File: config.mk
export PLATFORM = sky130hd
export DESIGN_NAME = ecf_skid
export DESIGN_NICKNAME = d
export VERILOG_FILES = /design/src/sv/edge_circulation_and_flux_defines.svh /design/src/sv/ecf_pkg.sv /design/src/sv/ecf_skid.sv
export SDC_FILE = /design/constraint.sdc
export NUM_CORES = 1
export LEC_CHECK = 0
export BUFFER_PORTS_ARGS = -buffer_cell sky130_fd_sc_hd__clkbuf_2
export CAP_MARGIN = 20
export CORE_UTILIZATION = 52
export CTS_CLUSTER_DIAMETER = 120
export DETAILED_ROUTE_END_ITERATION = 10
export PLACE_DENSITY = 0.8
export SYNTH_ARGS = -nofsm -noshare
export SYNTH_HDL_FRONTEND = slang
export SYNTH_SLANG_ARGS = --single-unit
File: constraint.sdc
create_clock -name clk -period 11.86 [get_ports clk]
set_clock_uncertainty 0.1 [all_clocks]
set_input_delay 0.593 -clock clk [delete_from_list [all_inputs] [get_ports clk]]
set_output_delay 0.593 -clock clk [all_outputs]
set_load 0.01 [all_outputs]
File: src/sv/edge_circulation_and_flux_defines.svh
// Assertion macros shared by the edge circulation and flux RTL.
// Expects clk and rst to be visible where a macro is used.
`ifndef EDGE_CIRCULATION_AND_FLUX_DEFINES_SVH
`define EDGE_CIRCULATION_AND_FLUX_DEFINES_SVH

// Same-cycle implication, disabled in reset
`define ECF_ASSERT_IMP(lbl, ante, cons, msg) \
  lbl: assert property (@(posedge clk) disable iff (rst) (ante) |-> (cons)) \
    else $error(msg);

// Next-cycle implication, disabled in reset
`define ECF_ASSERT_NXT(lbl, ante, cons, msg) \
  lbl: assert property (@(posedge clk) disable iff (rst) (ante) |=> (cons)) \
    else $error(msg);

`endif

File: src/sv/ecf_pkg.sv
// Types and constants for the edge circulation and flux pipeline.
// No dependencies; imported by every design and bench module.
package ecf_pkg;

  localparam int FRAC_BITS = 16;
  localparam int HSTEPS    = 6;

  localparam logic [7:0]  HORNER_DIV [HSTEPS] = '{8'd132, 8'd90, 8'd56, 8'd30, 8'd12, 8'd2};
  localparam logic [30:0] Q30_ONE     = 31'h4000_0000;
  localparam logic [26:0] DEG2RAD     = 27'd74961321;
  localparam logic [24:0] ANG_FULL    = 25'(360 << FRAC_BITS);
  localparam logic [24:0] ANG_HALF    = 25'(180 << FRAC_BITS);
  localparam logic [24:0] ANG_QUARTER = 25'(90 << FRAC_BITS);

  typedef struct packed {
    logic signed [26:0] dx;
    logic signed [24:0] dy;
    logic signed [31:0] u;
    logic signed [31:0] v;
    logic               edge_neg;
    logic               flux_neg;
    logic               mode;
    logic               cos_neg;
  } side_t;

  typedef struct packed {
    side_t       side;
    logic [31:0] y;
    logic [30:0] t;
  } lane_t;

  typedef struct packed {
    logic signed [47:0] edge_integral;
    logic signed [47:0] face_flux;
  } res_t;

endpackage

File: src/sv/ecf_skid.sv
// Output register with one skid entry; decouples pipeline advance from ready.
// Depends on ecf_pkg.
module ecf_skid import ecf_pkg::*; (
  input  logic clk,
  input  logic rst,
  input  logic vld_i,
  input  res_t data_i,
  input  logic out_ready,
  output logic en,
  output logic out_valid,
  output res_t out_data,
  output logic skid_full
);

  res_t skid_data;

  assign en = !skid_full;

  always_ff @(posedge clk) begin
    if (rst) begin
      out_valid <= 1'b0;
      skid_full <= 1'b0;
    end else if (skid_full) begin
      if (out_ready) begin
        skid_full <= 1'b0;
      end
    end else if (!out_valid || out_ready) begin
      out_valid <= vld_i;
    end else if (vld_i) begin
      skid_full <= 1'b1;
    end
  end

  always_ff @(posedge clk) begin
    if (skid_full) begin
      if (out_ready) begin
        out_data <= skid_data;
      end
    end else if (!out_valid || out_ready) begin
      out_data <= data_i;
    end else begin
      skid_data <= data_i;
    end
  end

endmodule

After elaboration in Yosys (flattened, before gate mapping). Cells that the tools add are included.

Output and inout port bits: 99. Bits in latches: 0. Memories kept: 0. Input port bits: 100. Word-level logic and storage cells: 23. RAM bits: 0. Memory bits (read-only): 0. Register bits: 194.

Shift operators: 0. Div/mod/pow operators: 0. Multiply operators: 0. Order comparisons: 0. Bitwise logic cells: 2. Eq/ne operators: 1. Reductions and logical operators: 7. $add $sub $neg: 0. Multiplexer cells: 7.

Operators with widths (count): $mux W96 (3); $reduce_and A2 Y1 (3); $mux W1 (4); $logic_not A1 Y1 (2); $ne A2 B2 Y1 const B (1); $not A1 Y1 (2); $reduce_bool A2 Y1 (1); $logic_or A1 B1 Y1 (1).

Depth between registers and ports, before layout. Gate-level depths: netlist of run 1.

Depth after elaboration: 4. Mapped depth: 4. Mapped depth without buffers: 2.

Worst setup path after synthesis of run 1. Ideal clock, no wire load.

Path kind: reg2reg. Start point: register skid_full. End point: register skid_data[0] in the netlist's numbering (enable). Stages on the path, launching flop included: 4. Buffers on the path: 2. Required time: 11.072 ns. Slack: 3.489 ns. Period minus slack after synthesis: 8.371 ns. Library setup time: 0.688 ns. Data arrival time: 7.583 ns. Cells stage by stage: dfxtp_1 buf_6 buf_6 nor3b_1.

Longest elaborated chain between the ends: 2.

RTL lines: start: declaration (line ecf_skid.sv:12) `output logic skid_full`; start signal: assignment (line ecf_skid.sv:22) `skid_full <= 1'b0;`; start signal: assignment (line ecf_skid.sv:25) `skid_full <= 1'b0;`; start signal: assignment (line ecf_skid.sv:30) `skid_full <= 1'b1;`; $not A1 Y1 (no source line); $reduce_and A2 Y1 (no source line); end signal: assignment (line ecf_skid.sv:42) `skid_data <= data_i;`; end: declaration (line ecf_skid.sv:15) `res_t skid_data;`.

Every way passes these cells. A chain may end at the register's enable or synchronous reset.

Final worst setup path of run 1.
Start point: register skid_full. End point: output skid_full.

No word-level cell between the ends.

==> reports/metrics.yaml, run 1 <==
worst_setup_path:
  slowest_delay_ns: 0.72
  r2r_start: "skid_full"
  start_kind: "flip-flop"
  crit_cells: 2
  critical_path.max_fanout: 61
  cp_num_buf_inv: 2
  crit_start: "skid_full"
  path_class: "reg -> out"
  path_cells: "buf_4, clkbuf_2"
  path_delay_family: "buffers and inverters"
  ff2ff_path_depth: 3
  required_ns: 11.17
  cp_slowest_cell: "dfxtp_4"
  end_kind: "output pin"
  worstPathArrival_ns: 2.18
routing:
  drt_iter0_drc: 187
  remaining_drc_errors: 0
  wl_per_cell_um: 16.8
  avgViaCountPerCell: 5.01
  routed_wl_um: 12000
  ant_nets: 0
  dr_total_vias: 3555
  dr.pass1.iters: 4
timing:
  fin_crit_ns: 2.87
  grt_setup_unrepaired: "no"
  setup_viol: 0
  slew_headroom: 0.470
  worst_slew_pin_slew_ns: 0.795
  period_share: 0.242
  clock.fmax_ghz: 0.348
  slew_violations: 0
  layout_setup_ws_ns: 8.99
  tns_ns: 0
  hold_viol: 0
pwr:
  max-vdd-ir-drop_mv: 0.0924
  finalPower_mw: 1.49
  p_per_area_nw_per_um2: 169
  p_leak_nw: 3.41
clocking:
  holdBufCountCts: 0
  cts_buffers: 17
  cts_resized: 0
  cts_htree_levels: 4
  cts-root-buf: "clkbuf_16"
  cts_buffer_depth: 2
  path_clk_slew_ns: 0.07
  clkLatencyLatePin_ns: 0.42
  cts_tree: "done"
  cts_sinks: 194
  post_cts_buffers: 0
global_route:
  grt_pass1_wl_um: 18900
  grtUsageMet1: 0.213
  globalRouteTotalUtil: 0.181
  use_met2: 0.291
  antenna_found_initial: 0
  overflow: 0
  grt_start_max_net_pins: 62
  grt_pass1_vias: 3697
  grtUsageMet3: 0.0734
  grt-busiest-layer: "met2"
finish:
  multi_input_area_um2: 1140
  drive_above_1_share: 0.479
  fin_nets: 621
  postLayoutCoreUtil: 0.664
  regArea_um2: 5810
  syn_to_final_growth_pct: 24.8
  final_cells: 710
  diodes: 0
  fillers: 939
synth:
  netlist_area_um2: 7050
  synth.yosys.seq_area_share: 0.823
  synthAdderAreaFrac: 0
  synthXorXnorAreaFrac: 0
  synth-simple-area-share: 0.00355
  ys_ff_latch: 194
  ys_types: 14
  synth_compound_area_frac: 0.00302
  ys.warnings.count: 0
  synth_nets: 410
  synth_top_family_by_area: "multiplexers"
  avgSynthCellArea_um2: 22.7
  netlist_instances: 310
  muxShareOfSynthArea: 0.153
floorplan:
  core_um2: 13200
  die_w_um: 118
  ioPinCount: 199
  initial_core_util: 0.533
  die-height_um: 118
  rows: 42
  dieArea_um2: 14000
min_path:
  min_path_type: "in -> reg"
  holdPathStages: 1
  hp-start: "data_i[78]"
job:
  maxCapViolCount: 0
placed_design:
  dp_slack_ns: 9.38
  portBuffers: 198
  post-dp-hpwl_um: 8100
  dp_cells: 678
  globalplace.congestion: 0.719
run_status:
  status: "finished clean"
[logic make-up (layout without fill, tap and decap cells)]
group                  Yosys count  count (layout)
and+or+nand+nor                  4               4
AOI/OAI and AO/OA                3               3
buffers and inverters           13             237
muxes                           96              96
DFF                            194             194
[cell usage in the layout, fill, tap and decap left out]
cell type,n
clkbuf_2,198
edfxtp_1,192
mux2_1,75
mux2_2,21
clkbuf_16,17
buf_4,5
clkinvlp_4,3
clkinv_2,3
bufinv_16,3
inv_6,3
inv_1,2
clkinv_1,2
o21bai_4,1
nor3b_2,1
nor2b_1,1
nand2b_1,1
o32ai_1,1
a21oi_1,1
nor3_1,1
clkbuf_1,1
dfxtp_1,1
dfxtp_4,1
[cell usage after synthesis, drive strengths merged]
| library cell | number | share of area |
|---|---|---|
| mux2 | 96 | 0.15 |
| edfxtp | 192 | 0.82 |
| nor2b | 1 | 0.00089 |
| o32ai | 1 | 0.0012 |
| buf | 11 | 0.016 |
| nand2b | 1 | 0.00089 |
| a21oi | 1 | 0.00071 |
| dfxtp | 2 | 0.0057 |
| nor3 | 1 | 0.00071 |
| inv | 2 | 0.0011 |
| nor3b | 1 | 0.0011 |
| o21bai | 1 | 0.0011 |
[sequential cells by signal (all words and copies together), names as in the netlist]
name	cells
skid_full	1
out_valid	1
out_data	96
skid_data	96
[area by class of cell]
| type | count | area share |
|---|---|---|
| tap | 176 | 0.0250 |
| inverter | 2 | 0.000853 |
| clock inverter | 14 | 0.0183 |
| sequential | 194 | 0.660 |
| clock buffer | 18 | 0.0488 |
| multi-input combinational | 103 | 0.130 |
| timing repair buffer | 203 | 0.117 |
[path summary, 6_finish.rpt]
path | endpoint | slack [ns]
worst max-delay path | skid_full | 8.99
worst min-delay path | skid_data[78] | 0.26
worst max register to register | skid_data[16] | 9.45
worst min register to register | out_data[86] | 0.43
[metal layers]
metal  share of wire  up-vias
met1            0.40     1722
met2            0.49      147
met3           0.081       20
met5               0        -
li1                -     1666
met4           0.021        0
[through the flow]
step | hold slack (ns) | instance area, um^2
4_1_cts | 0.240 | 8800
5_1_grt | 0.235 | 8800
3_3_place_gp | 0.412 | 8210
6_report | 0.257 | 8800
2_1_floorplan | 0.408 | 7050
3_5_place_dp | 0.418 | 8210
[power by group]
group	switching, mW	internal (mW)
Combinational	0.0589	0.0460
Clock	0.235	0.331
Sequential	0.0137	0.806
Total	0.308	1.18
No activity file was read; power rests on OpenSTA's default activity.
==> run 2, diff against run 1 <==
--- a/config.mk
+++ b/config.mk
@@ -7,10 +7,10 @@
 export LEC_CHECK = 0
 export BUFFER_PORTS_ARGS = -buffer_cell sky130_fd_sc_hd__clkbuf_2
 export CAP_MARGIN = 20
-export CORE_UTILIZATION = 52
+export CORE_UTILIZATION = 47
 export CTS_CLUSTER_DIAMETER = 120
 export DETAILED_ROUTE_END_ITERATION = 10
-export PLACE_DENSITY = 0.8
+export PLACE_DENSITY = 0.76
 export SYNTH_ARGS = -nofsm -noshare
 export SYNTH_HDL_FRONTEND = slang
 export SYNTH_SLANG_ARGS = --single-unit
==> constraint.sdc (replaced) <==
create_clock -name clk -period 2.64 [get_ports clk]
set_clock_uncertainty 0.1 [all_clocks]
set_input_delay 0.132 -clock clk [delete_from_list [all_inputs] [get_ports clk]]
set_output_delay 0.132 -clock clk [all_outputs]
set_load 0.01 [all_outputs]
==> run 2 against run 1 <==
Net effect: die area grew 10%; routed wire length grew 17%; final cell count grew 15%; count of clock-buffer cells in the layout shrank 1; highest routed layer unchanged.
==> reports/metrics.yaml, run 2 (synthesis results as in run 1) <==
worst_setup_path:
  path_cells: "buf_12, nor2b_1, o32ai_1, dlygate4sd3_1"  # was buf_4, clkbuf_2
  ff2ff_path_depth: 4  # was 3
  crit_end: "out_valid"  # was skid_full
  start_kind: "flip-flop"  # unchanged
  required_ns: 2.90  # was 11.17 ns
  crit_start: "skid_full"  # unchanged
  r2r_start: "skid_full"  # unchanged
  worstPathArrival_ns: 2.50  # was 2.18 ns
  path_class: "reg -> reg"  # was reg -> out
  slowest_delay_ns: 0.82  # was 0.72 ns
  rr_endpoint: "out_valid"  # was skid_data[16]
  r2r_slack_ns: 0.40  # was 9.45 ns
  end_kind: "flip-flop"  # was output pin
  critical_path.max_fanout: 53  # was 61
  cp_slowest_cell: "dfxtp_4"  # unchanged
global_route:
  grt_pass1_wl_um: 22800  # was 18900 um
  grt_pass1_vias: 4379  # was 3697
  grt_start_max_net_pins: 72  # was 62
  grtUsageMet3: 0.0601  # was 0.0734
  overflow: 0  # unchanged
  grt-busiest-layer: "met2"  # unchanged
  antenna_found_initial: 0  # unchanged
  use_met2: 0.340  # was 0.291
  globalRouteTotalUtil: 0.193  # was 0.181
  grtUsageMet1: 0.221  # was 0.213
placed_design:
  post-dp-hpwl_um: 8160  # was 8100 um
  dp_slack_ns: 0.660  # was 9.38 ns
  globalplace.congestion: 0.691  # was 0.719
  detailed_place.area_um2: 8260  # was 8210 um^2
  portBuffers: 198  # unchanged
finish:
  postLayoutCellArea_um2: 9830  # was 8800 um^2
  fillers: 941  # was 939
  layout_common_cells: "198 x clkbuf_2, 192 x edfxtp_1, 100 x dlygate4sd3_1, 75 x mux2_1, 21 x mux2_2"  # was 198 x clkbuf_2, 192 x edfxtp_1, 75 x mux2_1, 21 x mux2_2, 17 x clkbuf_16
  drive_above_1_share: 0.407  # was 0.479
  postLayoutCoreUtil: 0.674  # was 0.664
  fin_nets: 721  # was 621
  diodes: 0  # unchanged
  syn_to_final_growth_pct: 39.5  # was 24.8%
  reg_top3: "out_data: 96 flops, skid_data: 96 flops"  # unchanged
  layout_commonest_cell: "clkbuf_2"  # unchanged
pwr:
  max-vdd-ir-drop_mv: 0.472  # was 0.0924 mV
  finalPower_mw: 6.78  # was 1.49 mW
  p_leak_nw: 3.84  # was 3.41 nW
  p_sw_frac: 0.224  # was 0.207
  clockPowerShare: 0.367  # was 0.380
  p_sw_mw: 1.52  # was 0.308 mW
  p_per_area_nw_per_um2: 689  # was 169 nW/um^2
  seq_power_share: 0.544  # was 0.550
  combPwrFrac: 0.090  # was 0.070
  p_int_mw: 5.26  # was 1.18 mW
clocking:
  cts_buffer_depth: 2  # unchanged
  path_clk_slew_ns: 0.07  # about the same
  holdBufCountCts: 100  # was 0
  cts_resized: 0  # unchanged
  cts_htree_levels: 4  # unchanged
  cts-root-buf: "clkbuf_16"  # unchanged
  clkLatencyLatePin_ns: 0.42  # about the same
  post_cts_buffers: 0  # unchanged
  cts_tree: "done"  # unchanged
  cts_sinks: 194  # unchanged
  cts_buffers: 17  # unchanged
routing:
  ant_nets: 0  # unchanged
  wl_per_cell_um: 17.0  # was 16.8 um
  dr.pass1.iters: 4  # unchanged
  routed_wl_um: 13900  # was 12000 um
  dr_total_vias: 3996  # was 3555
  drt_iter0_drc: 226  # was 187
  avgViaCountPerCell: 4.89  # was 5.01
  remaining_drc_errors: 0  # unchanged
timing:
  clock.fmax_ghz: 0.447
  hold_viol: 0  # unchanged
  layout_setup_ws_ns: 0.403  # was 8.99 ns
  fin_crit_ns: 2.24
  setup_viol: 0  # unchanged
  slew_headroom: 0.513  # was 0.470
  grt_setup_unrepaired: "no"  # unchanged
  worst_slew_pin_slew_ns: 0.731  # was 0.795 ns
  holdWs_ns: 0.210  # was 0.257 ns
  period_share: 0.848
  slew_violations: 0  # unchanged
floorplan:
  core_um2: 14600  # was 13200 um^2
  ioPinCount: 199  # unchanged
  rows: 44  # was 42
  dieArea_um2: 15500  # was 14000 um^2
  die-height_um: 124  # was 118 um
  initial_core_util: 0.483  # was 0.533
  die_w_um: 124  # was 118 um
min_path:
  holdPathStages: 3  # was 1
  min_path_type: "in -> reg"  # unchanged
job:
  maxCapViolCount: 0  # unchanged
run_status:
  status: "finished clean"  # unchanged
-- run 2: cell types whose count changed in the layout (fill, tap and decap cells not counted), moves of 2 or more --
| cell | change |
|---|---|
| dlygate4sd3_1 | +100 |
| buf_12 | +3 |
| buf_4 | -3 |
| inv_6 | +3 |
| bufinv_16 | -2 |
| clkinv_2 | -2 |
| inv_8 | +2 |
-- run 2: metrics by stage --
stage,instances,TNS (ns)
3_3_place_gp,686,0
5_1_grt,818,0
4_1_cts,818,0
2_1_floorplan,310,-92.33
3_5_place_dp,686,0
6_report,818,0
-- run 2: layer usage --
| metal | part of all wire | routed length, um |
|---|---|---|
| met2 | 0.53 | 7430 |
| met1 | 0.39 | 5510 |
| met3 | 0.060 | 837 |
| met4 | 0.012 | 166 |
| met5 | 0 | 0 |
-- run 2: worst min-delay path by stage --
stage | start | to | slack, ns
after global placement | data_i[37] | skid_data[37] | 0.22
after CTS | out_ready | skid_data[64] | 0.22
final | out_ready | skid_data[17] | 0.21
after global routing | out_ready | skid_data[17] | 0.23
after floorplan | rst | skid_full | 0.10
after detailed placement | data_i[84] | skid_data[84] | 0.22
-- run 2: area by class of cell --
| cell class | instances | area (um^2) | area share |
|---|---|---|---|
| timing repair buffer | 303 | 2070 | 0.210 |
| multi-input combinational | 103 | 1150 | 0.117 |
| clock inverter | 15 | 145 | 0.0148 |
| clock buffer | 17 | 425 | 0.0433 |
| sequential | 194 | 5810 | 0.591 |
| inverter | 2 | 7.51 | 0.000763 |
| tap | 184 | 230 | 0.0234 |
-- run 2: worst max-delay path: cells and delay by family, from the launching register on --
kind / cells / cell delay [ns]
and+or+nand+nor: 1 / 0.09
AOI/OAI and AO/OA: 1 / 0.14
DFF: 1 / 0.82
buffers and inverters: 2 / 0.92
-- run 2: power groups by stage --
stage / sequential, mW / clock (mW) / combinational (mW)
floorplan: 3.82 / 0 / 0.153
global placement: 3.74 / 0 / 0.473
detailed placement: 3.75 / 0 / 0.489
CTS: 3.68 / 2.53 / 0.609
global route: 3.70 / 2.65 / 0.656
finish: 3.68 / 2.48 / 0.608
